### src/rtl/ede_pkg.sv
// ----------------------------------------------------------------------------
// ede_pkg: shared types and helpers of the edit distance engine
// Item formats, the token that travels along the cell chain, and the
// saturating arithmetic that every cell uses.
// ----------------------------------------------------------------------------
`default_nettype none

package ede_pkg;

  localparam int unsigned DefMaxLen = 64;
  localparam int unsigned DistW     = 16;
  localparam int unsigned IdxW      = 10;  // cell index, enough for 1024 cells
  localparam int unsigned LenW      = 11;  // string length 0..1024

  localparam logic [DistW-1:0] DistMax = '1;

  localparam logic [1:0] FUNC_APPEND = 2'd0;
  localparam logic [1:0] FUNC_STEP   = 2'd1;
  localparam logic [1:0] FUNC_REPORT = 2'd2;

  typedef struct packed {
    logic [1:0] func;
    logic [7:0] ch;
  } in_t;

  typedef struct packed {
    logic [DistW-1:0] distance;
    logic             overflow;
  } out_t;

  typedef enum logic [1:0] {
    OP_NONE   = 2'd0,
    OP_LOAD   = 2'd1,
    OP_STEP   = 2'd2,
    OP_REPORT = 2'd3
  } op_t;

  // One token per accepted item; it visits every cell in order.
  typedef struct packed {
    op_t              op;
    logic [7:0]       ch;
    logic [IdxW-1:0]  idx;
    logic [DistW-1:0] up;
    logic [DistW-1:0] diag;
    logic             ovf;
  } tok_t;

  typedef struct packed {
    logic [LenW-1:0]  len;
    logic [DistW-1:0] count;
    logic             ovf;
  } head_stat_t;

  function automatic logic [DistW-1:0] sat_inc(input logic [DistW-1:0] v);
    return (v == DistMax) ? DistMax : v + 1'b1;
  endfunction

  function automatic logic [DistW-1:0] min2(input logic [DistW-1:0] a,
                                            input logic [DistW-1:0] b);
    return (a < b) ? a : b;
  endfunction

endpackage

`default_nettype wire

### src/rtl/ede_cell.sv
// ----------------------------------------------------------------------------
// ede_cell: one cell of the distance chain
// Holds one byte of the first string and its entry of the distance column,
// updates that entry for each second-string byte and passes the token on.
// ----------------------------------------------------------------------------
`default_nettype none

module ede_cell #(
  parameter int unsigned INDEX = 0
) (
  input  wire logic          clk,
  input  wire logic          rst,
  input  wire logic          adv,
  input  wire ede_pkg::tok_t tok_in,
  output ede_pkg::tok_t      tok_out
);
  import ede_pkg::*;

  localparam logic [DistW-1:0] DInit = DistW'(INDEX + 1);

  logic             loaded;
  logic [7:0]       c;
  logic [DistW-1:0] d;
  logic [DistW-1:0] diag_cost;
  logic [DistW-1:0] best;

  assign diag_cost = (c == tok_in.ch) ? tok_in.diag : sat_inc(tok_in.diag);
  assign best      = min2(min2(sat_inc(d), sat_inc(tok_in.up)), diag_cost);

  always_ff @(posedge clk) begin
    if (rst) begin
      loaded     <= 1'b0;
      d          <= DInit;
      tok_out.op <= OP_NONE;
    end else if (adv) begin
      tok_out <= tok_in;
      unique case (tok_in.op)
        OP_LOAD: begin
          if (tok_in.idx == IdxW'(INDEX)) begin
            c      <= tok_in.ch;
            loaded <= 1'b1;
          end
        end
        OP_STEP: begin
          if (loaded) begin
            d            <= best;
            tok_out.up   <= best;
            tok_out.diag <= d;
          end
        end
        OP_REPORT: begin
          // The last loaded cell leaves its entry in the up lane.
          if (loaded) tok_out.up <= d;
          loaded <= 1'b0;
          d      <= DInit;
        end
        default: ;
      endcase
    end
  end

endmodule

`default_nettype wire

### config.mk
export PLATFORM = sky130hd
export DESIGN_NAME = ede_cell
export DESIGN_NICKNAME = d
export VERILOG_FILES = /design/src/rtl/ede_pkg.sv /design/src/rtl/ede_cell.sv
export SDC_FILE = /design/constraint.sdc
export NUM_CORES = 1
export LEC_CHECK = 0
export BUFFER_PORTS_ARGS = -buffer_cell sky130_fd_sc_hd__clkbuf_2
export CAP_MARGIN = 40
export CORE_ASPECT_RATIO = 0.6
export CORE_MARGIN = 3
export CORE_UTILIZATION = 40
export DETAILED_ROUTE_END_ITERATION = 12
export PLACE_DENSITY = 0.64
export SYNTH_ARGS = -nofsm -noshare
export SYNTH_HDL_FRONTEND = slang
export SYNTH_SLANG_ARGS = --single-unit
export TNS_END_PERCENT = 1
### constraint.sdc
create_clock -name clk -period 17.5 [get_ports clk]
set_input_delay 2.625 -clock clk [delete_from_list [all_inputs] [get_ports clk]]
set_output_delay 2.625 -clock clk [all_outputs]
set_load 0.02 [all_outputs]
Word-level counts from Yosys, hierarchy flattened:

Cells that the tools add are included.

* reduce and logical (&&, ||, !) cells: 7
* $add $sub $neg: 3
* equality and inequality tests: 9
* bitwise logic cells: 1
* multiplexer cells: 14
* magnitude comparators: 2

Operators with widths (count)
* two-way mux 16 bit: 9
* one-hot mux 16 bit (2 select lines): 2
* adder 16 x 1 -> 16 bit, second input constant: 3
* equality test 16 bit, second input constant: 3
* less-than comparator 16 bit: 2
* two-way mux 32 bit: 1
* zero test 10 bit: 1
* equality test 8 bit: 1
* AND reduction 3 bit: 2
* equality test 2 bit, second input constant: 2
* != test 2 bit, second input constant: 2
* AND reduction 4 bit: 1
* nonzero test 2 bit: 2
* equality test 2 x 1 -> 1 bit, second input constant: 1
* one-hot mux 1 bit (2 select lines): 1
* AND reduction 2 bit: 1
* two-way mux 1 bit: 1
* inverter 1 bit: 1

* input port bits: 56
* register bits: 78
* word-level logic and storage cells: 45

Longest topological paths before layout:

* depth after elaboration: 8
* gate-level depth with buffers: 30

Worst setup path before layout:

OpenSTA, ideal clock, no wires.

* kind: input to register
* from: input port tok_in[17] (netlist name)
* to: register tok_out[22] (netlist name), data pin
* path slack: 9632 ps
* stages on the path: 26
* required time: 17239 ps
* arrival time: 7608 ps
* path through: ha_1 nand3_1 nor3_2 clkbuf_1 nand2_1 o21ai_0 inv_1 ha_1 a211oi_1 nor2_1 a2111oi_0 a21oi_2 or3_1 buf_6 buf_6 mux2i_1 inv_1 ha_1 nand4_1 nor4_1 nand2_1 o2111a_1 o211a_1 buf_6 mux2i_1 a221o_1

* word-level cells in the longest chain between the ends: 8
* elaborated cells on any way between the ends: 9
* those cells by class: add/sub: 1; order compare: 2; eq/ne: 1; mux: 5

Ends and longest elaborated chain
* start: declaration: line ede_cell.sv:14 `input wire ede_pkg::tok_t tok_in,`
* adder 16 x 1 -> 16 bit or equality test 16 bit (tied branches): line ede_pkg.sv:55 `return (v == DistMax) ? DistMax : v + 1'b1;`
* two-way mux 16 bit *: line ede_pkg.sv:55
* less-than comparator 16 bit: line ede_pkg.sv:60 `return (a < b) ? a : b;`
* two-way mux 16 bit *: line ede_pkg.sv:60
* less-than comparator 16 bit: line ede_pkg.sv:60
* two-way mux 16 bit *: line ede_pkg.sv:60
* two-way mux 32 bit *: line ede_cell.sv:45 `if (loaded) begin`
* one-hot mux 16 bit (2 select lines) *: line ede_cell.sv:37 `unique case (tok_in.op)`
* end signal: assignment: line ede_cell.sv:36 `tok_out <= tok_in;`
* end: declaration: line ede_cell.sv:15 `output ede_pkg::tok_t tok_out`

Mark *: on every way between the ends. The rest lies on a longest branch, timed or not.
A chain may end at the register's enable or synchronous reset.

Final worst setup path:

* from: input port tok_in[17] (netlist name)
* to: register tok_out[23] (netlist name), data pin

The elaborated chain is that of the path after synthesis.

==> results.toml <==
[outcome]
outcome = "finished, final reports clean"

[clocking]
clkTransAtPathRegs_ps = 60
ctsHoldBuffers = 0
post_cts_buffers = 0
clock_tree_from_tritoncts = "done"
numClockSinks = 78
clkLatencyLatePin_ps = 330
cts.repair.resized = 0
ctsRootBufferMaster = "sky130_fd_sc_hd__clkbuf_16"
cts.path.max_buffers = 2
cts-buffers-inserted = 9
cts-htree-levels = 3

[global_routing]
grt_max_degree = 53
grt_pass1_vias = 4642
overflow = 0
grt_first_pass_wirelength_mm = 26.63
antenna_found_initial = 0
gr-usage-all-layers = 0.2408

[logic_synthesis]
synth-edff-count = 59
synth_area_per_cell_um2 = 9.229
post_synth_main_area_contributors = "sky130_fd_sc_hd__edfxtp_1 34%, sky130_fd_sc_hd__ha_1 7.6%, sky130_fd_sc_hd__nand2_1 7.6%"
async_reset_ff_frac = 0
synth_top_area_cell = "sky130_fd_sc_hd__edfxtp_1"
ys_seq_elements = 78
synth-seq-area-share = 0.4098
synth_warnings = 0
yosys_most_used_dff = "sky130_fd_sc_hd__edfxtp_1"
number_of_different_library_cells_in_the_post_synthesis_netlist = 59
netlist_instances = 569
synthesis.area_um2 = 5251
share_of_the_synthesized_area_in_the_top_cell_type = 0.3374
postSynthNetCount = 657

[placement]
dpl.hpwl_mm = 14.11
placement.io_buffers = 108
dp.cells = 826
dpl_cell_area_um2 = 5934
global_placement_routability_congestion = 1.052

[worst_setup_path]
critical_path.reg2reg.endpoint = "tok_out[23]$_DFFE_PP_"
critical_path.startpoint = "tok_in[17]"
rrSetupSlack_ps = 10430
r2r-start = "d[1]$_SDFFE_PP0P_"
reg2reg_depth = 23
crit_path_frequent_cell = "sky130_fd_sc_hd__ha_1"
critPathLaunchType = "primary input"
cp-end-kind = "register"
critical_path.endpoint = "tok_out[23]$_DFFE_PP_"
critical-path-slowest-cell = "sky130_fd_sc_hd__or3_1"
timing.critical_path.fanout_max = 16
slowest_delay_ps = 650
critical_path_arrival_ps = 9490
timing.critical_path.cells = "clkbuf_2, ha_1, nand3_1, nor3_2, nand2_1, o21ai_0, inv_1, ha_1, a211oi_1, nor2_1, a2111oi_0, a21oi_2, or3_1, a21oi_1, ha_1, nand4_1, nor4_1, nand4b_1, o2111a_1, o211a_1, mux2i_1, a221o_1"
required_ps = 17570
crit_type = "primary input to register"

[power]
vdd_drop_max_mv = 0.04419
switchingPower_w = 0.0001193
combinationalPowerShare = 0.136
switching_share = 0.2599
post-layout-total-power_w = 0.0004590
p_per_area_nw_per_um2 = 73.63
static-leakage-power_nw = 2.848
power_internal_w = 0.0003397
p_seq_frac = 0.459
clockPowerShare = 0.405

[timing]
tightestPinTransition_ps = 893.7
timing.slew.headroom = 0.3987
timing.final.setup_violations = 0
finalHoldViolations = 0
report.final.slew_viol_count = 0
rsz0062_at_grt = "false"
achievable-frequency_mhz = 106.2
clock_tree_skew_after_final_layout_ps = 6.513
tns_ps = 0
final_min_period_over_clock_period = 0.5382
min_period_ps = 9418

[drt]
avgViaCountPerCell = 5.835
remaining_antenna_violation_count = 0
drc = 0
detail_route.wirelength_mm = 17.39
vias = 4913
drt_iter0_markers = 532
drt-pass1-iter-count = 6
post_drt_wl_per_cell_um = 20.65

[flow_run]
maxCapViolCount = 0

[die]
floorplan_die_width_um = 153.9
io_pins = 109
die_h_um = 94.75
initial_utilization = 0.4218
core_um2 = 12450
die_area_um2 = 14580
std_cell_rows = 31

[final_layout]
leading_cell_types_in_the_layout_fill_and_taps_excluded = "108 x sky130_fd_sc_hd__clkbuf_2, 106 x sky130_fd_sc_hd__nand2_1, 59 x sky130_fd_sc_hd__edfxtp_1"
layout-drive-gt1-share = 0.2201
final_common_cell = "sky130_fd_sc_hd__clkbuf_2"
diodes = 0
fillCellCount = 1126
finalInstanceArea_um2 = 6233
syn2layout_area_growth_pct = 18.70
final_net_count = 760
final_cell_count_no_fill = 842

[hold_path]
timing.hold.worst.class = "register to register"
## flip-flops by register name, indices dropped and copies added, names as in the netlist
| name | count |
|---|---|
| tok_out | 53 |
| c | 8 |
| loaded | 1 |
| d | 16 |
## worst min path at each step
stage,to,slack [ps],start,cells after the start
floorplan,d[7]$_SDFFE_PP0P_,460,d[7]$_SDFFE_PP0P_,2
global placement,tok_out[51]$_SDFFE_PP0P_,470,tok_out[51]$_SDFFE_PP0P_,2
detailed placement,tok_out[51]$_SDFFE_PP0P_,480,tok_out[51]$_SDFFE_PP0P_,2
CTS,tok_out[51]$_SDFFE_PP0P_,490,tok_out[51]$_SDFFE_PP0P_,2
global route,tok_out[51]$_SDFFE_PP0P_,520,tok_out[51]$_SDFFE_PP0P_,2
finish,tok_out[51]$_SDFFE_PP0P_,490,tok_out[51]$_SDFFE_PP0P_,2
## layout make-up
type	instances	area, um2	area share
multi-input cells	441	2880	0.4621
flip-flops and latches	78	2152	0.3452
repair buffers	114	590.6	0.09474
clock buffers	10	229.0	0.03673
well taps	165	206.4	0.03312
inverters	28	105.1	0.01686
clock inverters	6	70.07	0.01124
## power by group through the flow
stage / clock network, W / logic, W / registers (W)
floorplan: 0 / 0.0000208 / 0.000226
global placement: 0 / 0.0000605 / 0.000215
detailed placement: 0 / 0.0000611 / 0.000215
CTS: 0.000189 / 0.0000613 / 0.000211
global route: 0.000198 / 0.0000670 / 0.000211
finish: 0.000186 / 0.0000623 / 0.000211
## synth_stat cells (all sizes together), types with 14 or more instances
library cell,instances
a21oi,33
clkbuf,15
dfxtp,19
edfxtp,59
ha,32
inv,28
mux2i,27
nand2,106
nand3,24
nor2,23
o21ai,42
xnor2,14
xor2,20
## kinds of logic after synthesis
| kind of cell | Yosys count | synth area share |
|---|---|---|
| AND/OR/NAND/NOR | 230 | 0.2104 |
| multiplexers | 33 | 0.06576 |
| flip-flops | 78 | 0.4098 |
| AO/OA/AOI/OAI | 112 | 0.1380 |
| XOR/XNOR | 34 | 0.05671 |
| buffers and inverters | 50 | 0.04312 |
| adder cells (fa/ha/maj) | 32 | 0.07624 |
## worst max-delay path, delay by kind of cell
family                   cells  cell delay [ps]
AO/OA/AOI/OAI                8             2840
adder cells (fa/ha/maj)      3              800
buffers and inverters        2              260
multiplexers                 1              320
AND/OR/NAND/NOR              8             2650
## metal layers
metal	share of wire	global-route usage	routed length, um	up-vias
met5	0	0	0	-
met1	0.46	0.3461	8031	2283
li1	-	-	-	2281
met2	0.37	0.3192	6441	316
met4	0.017	0.05658	297	0
met3	0.15	0.1200	2621	33
## stage by stage
step           setup WS [ps]    util  hold slack [ps]
2_1_floorplan           9632       -            463.3
3_3_place_gp            8046  0.4750            467.7
3_5_place_dp            7857  0.4766            482.3
4_1_cts                 8176  0.5007            493.3
5_1_grt                 7484  0.5007            521.9
6_report                8082  0.5007            492.8
No activity file was read; power rests on OpenSTA's default activity.
