File: src/rtl/ede_pkg.sv
// ----------------------------------------------------------------------------
// ede_pkg: shared types and helpers of the edit distance engine
// Item formats, the token that travels along the cell chain, and the
// saturating arithmetic that every cell uses.
// ----------------------------------------------------------------------------
`default_nettype none

package ede_pkg;

  localparam int unsigned DefMaxLen = 64;
  localparam int unsigned DistW     = 16;
  localparam int unsigned IdxW      = 10;  // cell index, enough for 1024 cells
  localparam int unsigned LenW      = 11;  // string length 0..1024

  localparam logic [DistW-1:0] DistMax = '1;

  localparam logic [1:0] FUNC_APPEND = 2'd0;
  localparam logic [1:0] FUNC_STEP   = 2'd1;
  localparam logic [1:0] FUNC_REPORT = 2'd2;

  typedef struct packed {
    logic [1:0] func;
    logic [7:0] ch;
  } in_t;

  typedef struct packed {
    logic [DistW-1:0] distance;
    logic             overflow;
  } out_t;

  typedef enum logic [1:0] {
    OP_NONE   = 2'd0,
    OP_LOAD   = 2'd1,
    OP_STEP   = 2'd2,
    OP_REPORT = 2'd3
  } op_t;

  // One token per accepted item; it visits every cell in order.
  typedef struct packed {
    op_t              op;
    logic [7:0]       ch;
    logic [IdxW-1:0]  idx;
    logic [DistW-1:0] up;
    logic [DistW-1:0] diag;
    logic             ovf;
  } tok_t;

  typedef struct packed {
    logic [LenW-1:0]  len;
    logic [DistW-1:0] count;
    logic             ovf;
  } head_stat_t;

  function automatic logic [DistW-1:0] sat_inc(input logic [DistW-1:0] v);
    return (v == DistMax) ? DistMax : v + 1'b1;
  endfunction

  function automatic logic [DistW-1:0] min2(input logic [DistW-1:0] a,
                                            input logic [DistW-1:0] b);
    return (a < b) ? a : b;
  endfunction

endpackage

`default_nettype wire

File: src/rtl/ede_head.sv
// ----------------------------------------------------------------------------
// ede_head: front of the cell chain
// Holds the string length, the second-string count (column entry zero) and
// the overflow flag, and turns each accepted item into a chain token.
// ----------------------------------------------------------------------------
`default_nettype none

module ede_head #(
  parameter int unsigned MAX_LEN = ede_pkg::DefMaxLen
) (
  input  wire logic               clk,
  input  wire logic               rst,
  input  wire logic               adv,
  input  wire logic               take,
  input  wire ede_pkg::in_t       item,
  output ede_pkg::tok_t           tok,
  output ede_pkg::head_stat_t     stat
);
  import ede_pkg::*;

  localparam int unsigned LW = $clog2(MAX_LEN + 1);

  logic [LW-1:0]    len;
  logic [DistW-1:0] count;
  logic             ovf;
  logic [DistW-1:0] count_inc;

  assign count_inc = sat_inc(count);

  always_ff @(posedge clk) begin
    if (rst) begin
      len    <= '0;
      count  <= '0;
      ovf    <= 1'b0;
      tok.op <= OP_NONE;
    end else if (adv) begin
      tok.op   <= OP_NONE;
      tok.ch   <= item.ch;
      tok.idx  <= IdxW'(len);
      tok.up   <= count_inc;
      tok.diag <= count;
      tok.ovf  <= ovf;
      if (take) begin
        unique case (item.func)
          FUNC_APPEND: begin
            // Appends are ignored once the second string has started.
            if (count == '0) begin
              if (len < LW'(MAX_LEN)) begin
                tok.op <= OP_LOAD;
                len    <= len + 1'b1;
              end else begin
                ovf <= 1'b1;
              end
            end
          end
          FUNC_STEP: begin
            tok.op <= OP_STEP;
            count  <= count_inc;
          end
          FUNC_REPORT: begin
            tok.op <= OP_REPORT;
            tok.up <= count;
            len    <= '0;
            count  <= '0;
            ovf    <= 1'b0;
          end
          default: ;
        endcase
      end
    end
  end

  assign stat.len   = LenW'(len);
  assign stat.count = count;
  assign stat.ovf   = ovf;

endmodule

`default_nettype wire

File: config.mk
export PLATFORM = sky130hd
export DESIGN_NAME = ede_head
export DESIGN_NICKNAME = d
export VERILOG_FILES = /design/src/rtl/ede_pkg.sv /design/src/rtl/ede_head.sv
export SDC_FILE = /design/constraint.sdc
export NUM_CORES = 1
export LEC_CHECK = 0
export BUFFER_PORTS_ARGS = -buffer_cell sky130_fd_sc_hd__buf_4
export CORE_MARGIN = 1.5
export CORE_UTILIZATION = 49
export CTS_BUF_LIST = sky130_fd_sc_hd__clkbuf_8
export CTS_CLUSTER_SIZE = 25
export DETAILED_ROUTE_END_ITERATION = 10
export MAX_ROUTING_LAYER = met4
export PLACE_DENSITY_LB_ADDON = 0.05
export SETUP_SLACK_MARGIN = 0.02
export SKIP_CTS_REPAIR_TIMING = 1
export SYNTH_ARGS = -nofsm -noshare
export SYNTH_HDL_FRONTEND = slang
export SYNTH_SLANG_ARGS = --single-unit
File: constraint.sdc
create_clock -name clk -period 3.2 [get_ports clk]
set_clock_uncertainty 0.05 [all_clocks]
set_input_delay 0.32 -clock clk [delete_from_list [all_inputs] [get_ports clk]]
set_output_delay 0.32 -clock clk [all_outputs]
set_load 0.05 [all_outputs]
* Word-level counts from Yosys, hierarchy flattened *
Index checks and enable logic that the tools add are counted.

storage, ports and cells
  register bits = 74
  input port bits = 14
  output and inout port bits = 81
  word-level logic and storage cells = 41

operators by class
  $add $sub $neg = 2
  $lt $le $gt $ge = 1
  equal/unequal tests = 6
  mux-type cells = 14
  bitwise logic cells = 1
  reduce and logical (&&, ||, !) cells = 8

operators by type and width
  kind                   count
  $mux 16                3
  $pmux 16 s2            1
  $add 16x1->16 const B  1
  $eq 16x16->1 const B   1
  $logic_not 16->1       1
  $mux 7                 2
  $pmux 7 s2             1
  $reduce_and 5->1       2
  $add 7x1->7 const B    1
  $lt 7x7->1 const B     1
  $ne 2x2->1 const B     3
  $pmux 2 s3             1
  $mux 1                 4
  $reduce_bool 2->1      2
  $reduce_and 3->1       1
  $eq 2x1->1 const B     1
  $eq 2x2->1 const B     1
  $logic_not 2->1        1
  $mux 2                 1
  $pmux 1 s2             1
  $reduce_and 2->1       1
  $not 1->1              1

* Logic depth before layout (Yosys ltp) *
Gate-level depths: netlist (run 1).

  depth after elaboration = 5
  depth in mapped cells = 8

* Worst setup path before layout (run 1) *
Ideal clock, no wire load.

  kind = in2reg
  start point = input adv
  end point = register tok[0] (netlist bit) (enable)
  arrival time = 2,729 ps
  data required time = 2,691 ps
  slack = -38 ps
  cell stages on the path = 2
  cells stage by stage = clkbuf_1 > nor2b_1

on the way
  longest elaborated chain between the ends = 1

ends and longest elaborated chain
  what                        line            RTL
  start: declaration          ede_head.sv:13  input wire logic adv,
  $reduce_and 2->1 (no line)  n/a
  end: declaration            ede_head.sv:16  output ede_pkg::tok_t tok,

No other way between the ends.
A chain may end at the register's enable or synchronous reset.

* Worst setup path after layout (run 1) *
  start point = register count[0]
  end point = register tok[31] (netlist bit) (data pin)

on the way
  longest elaborated chain between the ends = 4

ends and longest elaborated chain
  what                                                  line            RTL
  start: declaration                                    ede_head.sv:24  logic [DistW-1:0] count;
  start signal: assignment                              ede_head.sv:58  count <= count_inc;
  $add 16x1->16 / $eq 16x16->1 (equally long branches)  ede_pkg.sv:55   return (v == DistMax) ? DistMax : v + 1'b1;
  $mux 16 *                                             ede_pkg.sv:55
  $mux 16                                               ede_head.sv:44  unique case (item.func)
  $mux 16 *                                             ede_head.sv:43  if (take) begin

Every way passes the cells marked *; elsewhere a longest branch is shown, timed or not.

==> results by stage, run 1 <==
Status:
- The run finished with clean final reports.

GRT:
- Entering global routing, the biggest net connects 32 pins.
- The number of global-route vias before repair is roughly 2.5k.
- The remaining global-route overflow is 0.
- The initial antenna violation count is 0.
- The first global-routing pass estimated ~13 mm of wire.
- Across every metal layer, demand over resource in global routing totals 0.227.

Route:
- The pre-antenna-repair detailed-routing pass consisted of 5 iterations.
- The routed wirelength normalized by instance count is about 16 um.
- The iteration-0 DRC count of the detailed router is 242.
- The routed via count divided by cell count is 5.76.
- The count of nets left with antenna violations after detail routing is 0.
- The final wirelength is 7.95 mm.
- Detailed routing inserted a total of 2,810 vias.
- The total DRC errors in the routed layout is 0.

Synth:
- Yosys mapped a number of flops with a built-in enable equal to 48.
- The number of synthesized register bits is 74.
- By area, the combinational part of the netlist is dominated by simple AND/OR/NAND/NOR gates.
- For this run, the register share of the synthesized area comes to 0.570.
- The fraction of synthesized area in multiplexers is 0.0124.
- The number of warnings issued by yosys is 0.
- The adder and majority gate portion of the synthesized area is 0.0182.
- The mapped netlist covers around 3400 um2.
- The number of distinct standard cells referenced by the synthesized netlist is 55.
- The mean instance size in the synthesized netlist is ~11 um2.
- The post-synthesis xor/xnor area fraction is 0.
- The area fraction in compound gates after synthesis is 0.128.
- The leading area contributor after synthesis is sky130_fd_sc_hd__edfxtp_1.
- The share of synthesized area in the top cell type comes to 0.419.
- In the synthesized netlist, the number of instances is 309.
- After synthesis, the share of flip-flops with an asynchronous set or reset is 0.
- Sorting the synthesized cells by area gives the leading types as sky130_fd_sc_hd__edfxtp_1, sky130_fd_sc_hd__dfxtp_1, sky130_fd_sc_hd__a21oi_1.
- In the synthesized netlist the dominant register cell turns out to be sky130_fd_sc_hd__edfxtp_1.
- The synthesized-area fraction occupied by and/or/nand/nor cells is 0.202.

Timing:
- The minimum clock period after layout is between 2 and 2.5 ns.
- The final number of setup-violating endpoints is 0.
- The number of failing hold endpoints at the final stage came to 0.
- The worst hold margin is 0.105 ns.
- Setup slack closes at 0.788 ns.
- The actual slew at the worst max-slew pin is 0.860 ns.
- In this run the tightest slew margin relative to its limit is 0.422.
- The share of the cycle needed by the critical path after routing is 0.754.
- The max-slew violation count is 0.
- Static timing analysis puts the maximum clock frequency at 0.415 GHz.
- Setup repair after global routing left no endpoint under its margin.
- The post-route setup TNS is 0 ns.

Clocking:
- The H-tree depth is 3.
- The tree is rooted in a sky130_fd_sc_hd__clkbuf_8.
- Counting every sink on the clock net gives 74.
- The number of clock buffers added by TritonCTS is 9.
- At the later pin of the worst-skew pair, clock insertion delay measures 0.34 ns.
- The largest buffer count on any clock path is 2.
- TritonCTS built the clock tree.
- The clock-pin slew of the registers on the worst-case setup and hold paths is 0.07 ns.

Critical path:
- STA classifies the critical path startpoint as a register.
- The worst setup path is captured at a register.
- The startpoint identified for the worst register-to-register timing path is count[0]$_SDFFE_PP0P_.
- The critical path class is reg -> reg.
- The capture point of the worst reg-to-reg path is tok[31]$_DFFE_PP_.
- The arrival time of data at the critical path endpoint is 2.45 ns.
- At the worst endpoint, the required time is 3.24 ns.
- Counting cells, the worst reg-to-reg path comes to 5.
- The largest fanout on the critical path is 10.
- Setup slack on the worst reg-to-reg path comes out at 0.79 ns.

Floorplanning:
- The die height is a little under 90 um.
- The number of rows in the core area is 30.
- The top-level I/O count is 95.
- The die footprint is 7540 um2.
- The width of the die is 86.8 um.
- The initial cell density of the core is 0.507.
- The core box area is 6790 um2.

Power and ir drop:
- The worst voltage drop across the vdd grid is 0.000266 V.
- The proportion of power drawn by combinational gates is 0.111.
- Of the total power, the clock network draws 0.370.
- Of the total power, the share spent switching nets is 0.246.
- The cell area power density is 470 nW/um2.
- Cell internal power was estimated by the tool at around 1.5 mW.
- The total power after layout is 2.02 mW.
- The register share of total power is 0.519.
- The switching power total is 496 uW.
- The leakage component of the power is about 1.7 nW.

Hold path:
- The worst hold path terminates at tok[45]$_DFFE_PP_.
- Along the worst hold path, the cell count comes to 1.
- The launch point of the worst hold path is item[2].
- The worst hold path belongs to the class in -> reg.

Finish:
- The share of post-route cells with drive strength above 1 is 0.301.
- The final instance area is 4300 um2.
- The count of cells in the finished layout, fillers not included, comes to 488.
- The net count of the finished layout is about 410.
- The area growth from synthesis to final layout is 24.8%.
- The number of antenna diodes in the final layout is 0.
- The utilization after layout is 0.633.

Placement:
- The number of placed instances, taps included, is between 400 and 500.
- Detailed placement ended at an HPWL of 5.46 mm.
- The count of buffers from port buffering is just under 90.
- Timing analysis after detailed placement gives a worst setup slack of 0.860 ns.
- The cell area after placement is 4100 um2.
- The routability congestion estimate from global placement is 0.883.

Flow run:
- The number of max-cap violations is 0.
[cells by family (layout without fill, tap and decap cells)]
family	count (synthesis)	after routing
AOI/OAI and AO/OA	66	66
muxes	4	4
DFF	74	74
buffers and inverters	40	117
other	1	7
and+or+nand+nor	119	119
adders and majority gates	5	5
[Yosys cell counts (all sizes together), types with 4 or more instances]
library cell,number
and4,5
and3,10
a21oi,20
clkbuf,14
ha,5
nor4,10
a41oi,8
edfxtp,48
buf,17
inv,9
nand2,13
o21ai,9
nor2,21
nand4,8
nand2b,4
nand3,14
dfxtp,26
a31oi,8
nor3,16
[worst max-delay path by stage]
stage / cells after the start / from / endpoint / slack [ns]
after floorplan: 7 / count[0]$_SDFFE_PP0P_ / count[13]$_SDFFE_PP0P_ / 0.84
after global placement: 5 / count[0]$_SDFFE_PP0P_ / tok[31]$_DFFE_PP_ / 0.93
after detailed placement: 5 / count[0]$_SDFFE_PP0P_ / tok[31]$_DFFE_PP_ / 0.86
after CTS: 5 / count[0]$_SDFFE_PP0P_ / tok[31]$_DFFE_PP_ / 0.82
after global routing: 5 / count[0]$_SDFFE_PP0P_ / count[14]$_SDFFE_PP0P_ / 0.55
final: 5 / count[0]$_SDFFE_PP0P_ / tok[31]$_DFFE_PP_ / 0.79
[power groups by stage]
stage,Sequential (mW),Combinational (mW),Clock (mW)
after CTS,1.05,0.226,0.762
after global placement,1.07,0.223,0
after global routing,1.05,0.237,0.807
after floorplan,1.16,0.0749,0
after detailed placement,1.07,0.226,0
final,1.05,0.225,0.747
[per-layer routing]
layer,global-route usage,share of wire,vias to the layer above
li1,-,-,1333
met1,0.307,0.44,1325
met2,0.337,0.48,139
met3,0.0543,0.068,13
met4,0.0748,0.013,0
met5,-,0,-
[worst max-delay path: stages, from the launching register on]
cell                      delay [ns]
sky130_fd_sc_hd__dfxtp_1        0.49
sky130_fd_sc_hd__ha_1           0.38
sky130_fd_sc_hd__inv_1          0.15
sky130_fd_sc_hd__nor3_1         0.73
sky130_fd_sc_hd__nand4_1        0.20
sky130_fd_sc_hd__mux2i_1        0.16
[area by class of cell]
type                            count  area [um2]
Inverter                            9        33.8
Fill cell                         543        2500
Clock buffer                        9         124
Tap cell                           96         120
Multi-Input combinational cell    201        1280
Clock inverter                      7        78.8
Sequential cell                    74        1960
Timing Repair Buffer               92         703
[sequential cells by signal, indices dropped and copies added, names as in the netlist]
name / count
tok: 50
ovf: 1
count: 16
len: 7
[layout by cell type, fill, tap and decap left out, drive strengths merged, types with 4 or more instances in the layout]
| master | instances |
|---|---|
| nor2 | 21 |
| ha | 5 |
| nor4 | 10 |
| nand2b | 4 |
| and4 | 5 |
| conb | 7 |
| a41oi | 8 |
| a21oi | 20 |
| nand2 | 13 |
| buf | 92 |
| a31oi | 8 |
| clkbuf | 9 |
| o21ai | 9 |
| nand4 | 8 |
| nand3 | 14 |
| and3 | 10 |
| nor3 | 16 |
| edfxtp | 48 |
| inv | 13 |
| dfxtp | 26 |
Power figures use the tool's default switching activity.
==> inputs of run 2 (changes only) <==
--- a/config.mk
+++ b/config.mk
@@ -7,7 +7,7 @@
 export LEC_CHECK = 0
 export BUFFER_PORTS_ARGS = -buffer_cell sky130_fd_sc_hd__buf_4
 export CORE_MARGIN = 1.5
-export CORE_UTILIZATION = 49
+export CORE_UTILIZATION = 54
 export CTS_BUF_LIST = sky130_fd_sc_hd__clkbuf_8
 export CTS_CLUSTER_SIZE = 25
 export DETAILED_ROUTE_END_ITERATION = 10
==> constraint.sdc (replaced) <==
create_clock -name clk -period 2.3 [get_ports clk]
set_clock_uncertainty 0.05 [all_clocks]
set_input_delay 0.23 -clock clk [delete_from_list [all_inputs] [get_ports clk]]
set_output_delay 0.23 -clock clk [all_outputs]
set_load 0.05 [all_outputs]
==> run 2 against run 1 <==
Sequential power grew 39%. Register-to-register slack worse by 0.61 ns. Fmax is 14% higher. Non-clock buffer count rose by 27. Critical path type unchanged. Highest routed layer unchanged.
==> results by stage, run 2 (same netlist as run 1, synthesis figures left out) <==
Critical path:
- STA classifies the critical path startpoint as a register.
- The highest-delay cell along the critical path is sky130_fd_sc_hd__or4_1.
- The critical path class is reg -> reg.
- On the worst path, the slowest cell contributes a delay of 0.70 ns.
- On the critical path the largest part of the delay comes from simple AND/OR/NAND/NOR gates.
- Walking the worst path, the cells encountered are nand3_1 > or4_1 > a31o_1 > a221oi_2.
- The data required time at the worst endpoint is 2.52 ns.
- The capture point of the critical path is count[13]$_SDFFE_PP0P_.
- The worst register-to-register path begins at count[10]$_SDFFE_PP0P_.
- The number of cells on the critical path is 4.
- The capture point of the worst reg-to-reg path is count[13]$_SDFFE_PP0P_.
- The arrival time of data at the critical path endpoint is 2.34 ns.
- The path depth of the worst reg2reg path is 4.
- The origin of the worst setup path is count[10]$_SDFFE_PP0P_.
- The largest fanout on the critical path is 11.
- The worst reg-to-reg setup slack is 0.18 ns.
- The kind of capture point of the worst setup path is a register.
- Together, buffers and inverters on the worst path number 0.

Timing:
- The final worst-path setup slack is 0.176 ns.
- The share of the cycle needed by the critical path after routing is 0.923.
- The relative max-transition margin is 0.591.
- Setup violations remaining at the end of the flow were counted as 0.
- Final hold analysis gives a worst-case slack of 0.133 ns.
- The highest clock rate is about 0.47 GHz.
- At the pin with the least slew margin, the transition time is 0.608 ns.
- The number of failing hold endpoints at the final stage is 0.
- The max-slew violation count was 0.
- Setup repair after global routing left no endpoint under its margin.
- The post-route setup TNS is 0 ns.
- Counting I/O delays and the setup requirement, the final critical path takes about 2.1 ns.

GRT:
- The number of global-route vias before repair is between 2k and 3k.
- The first global-routing pass estimated approximately 14 mm of wire.
- The initial antenna violation count is 0.
- Across every metal layer, demand over resource in global routing totals 0.265.
- The remaining global-route overflow is 0.
- The maximum number of pins on one net before global-route repair is 25.

Flow run:
- The number of max-cap violations is 0.

Placement:
- Input and output buffers added on the ports amount to 87.
- Detailed placement finished with a half-perimeter wire length of between 6 and 7 mm.
- The routability congestion estimate from global placement is slightly below 1.
- The worst slack at placement is 0.229 ns.

Clocking:
- The largest buffer count on any clock path is 2.
- After clock tree synthesis, the clock-pin slew on the worst setup and hold paths is 0.07 ns.
- The clock root buffer is sky130_fd_sc_hd__clkbuf_8.
- The CTS tree is yes.
- The clock tree synthesis step divided the H-tree into 3 levels.
- The clock drives 74 sinks.
- The later pin in the worst-skew pair is clocked with a latency of roughly 0.35 ns.
- The number of buffers created by CTS is 9.

Route:
- After the first detailed-routing iteration, the DRC count stood at 230.
- The total via count in the routed design is 3,002.
- The count of nets left with antenna violations once routing finished came out at 0.
- Dividing the detail-routed wire length by the instance count gives 17.4 um.
- For this run, design rule violations remaining after detail routing come to 0.
- The first detailed-routing pass ran for 5 iterations.
- The routed via count divided by cell count is 6.08.
- The final layout contains routed wiring with a total length of 8.59 mm.

Finish:
- The share of post-route cells with drive strength above 1 is 0.348.
- The flip-flop count of the largest register after layout is 50.
- In the final layout, the registers with the most flip-flops are tok x50, count x16, len x7.
- Leaving out fill and tap cells, the most frequent cell in the layout is sky130_fd_sc_hd__buf_4.
- The net count reported at finish is 433.
- The library cells used most frequently in the layout, excluding fill and tap cells, are sky130_fd_sc_hd__buf_4, sky130_fd_sc_hd__edfxtp_1, sky130_fd_sc_hd__dfxtp_1.
- More flip-flops sit in one register than any other, and that register is tok.
- The number of antenna diodes in the final layout is 0.
- The area growth from synthesis to final layout is 31.5%.

Power and ir drop:
- For this design the ratio of total power to cell area is 646 nW/um2.
- Summing internal, switching and leakage power gives 2.93 mW.
- The worst voltage drop across the vdd grid is roughly 0.00054 V.
- The leakage component of the power is 1.80 nW.

Floorplanning:
- The width of the die is 82.9 um.
- For this configuration, the core starts out at a cell density of 0.571.
- The number of rows in the core area is 28.
- The die is 82.9 um tall.
- After floorplanning, the core was sized to cover around 6000 um2.
- The top-level I/O count is 95.
- The floorplan step defined a die boundary enclosing 6860 um2.

Hold path:
- The worst hold path class is in -> reg.

Status:
- The flow ran to the end, and the final reports show no timing, DRC or antenna violations.
==> run 2: worst register-to-register path: cells and delay by family, from the launching register on <==
family | cells | cell delay, ns
AND/OR/NAND/NOR | 2 | 0.94
flip-flops | 1 | 0.51
AO/OA/AOI/OAI | 2 | 0.55
==> run 2: power by group <==
| group | switching (mW) | total, mW | internal (mW) |
|---|---|---|---|
| registers | 0.0132 | 1.46 | 1.44 |
| clock network | 0.515 | 1.13 | 0.619 |
| logic | 0.236 | 0.334 | 0.0984 |
| total | 0.764 | 2.93 | 2.16 |
==> run 2: final cells by class <==
class / count / area [um2]
clock inverter: 7 / 101
fill: 442 / 1500
sequential: 74 / 1970
clock buffer: 9 / 124
inverter: 9 / 33.8
tap: 75 / 93.8
multi-input combinational: 201 / 1280
timing repair buffer: 119 / 926
==> run 2: through the flow <==
stage	utilization	cell area (um2)	instances
after floorplan	-	3470	315
after global placement	0.700	4220	470
after detailed placement	0.700	4220	470
after CTS	0.737	4440	486
after global routing	0.751	4530	494
final	0.751	4530	494
==> run 2: worst min path at each step <==
| stage | depth (start not counted) | endpoint | start | slack [ns] |
|---|---|---|---|---|
| finish | 3 | tok[51]$_SDFFE_PP0P_ | item[9] | 0.13 |
| detailed placement | 1 | tok[49]$_DFFE_PP_ | item[6] | 0.36 |
| CTS | 1 | tok[49]$_DFFE_PP_ | item[6] | -0.01 |
| floorplan | 0 | tok[43]$_DFFE_PP_ | item[0] | 0.28 |
| global placement | 1 | tok[43]$_DFFE_PP_ | item[0] | 0.36 |
| global route | 3 | tok[51]$_SDFFE_PP0P_ | item[9] | 0.17 |
==> run 2: layer usage <==
layer	GRT usage	vias to the layer above	part of all wire
li1	-	1386	-
met1	0.371	1409	0.42
met2	0.387	182	0.47
met3	0.0467	25	0.084
met4	0.103	0	0.022
met5	-	-	0
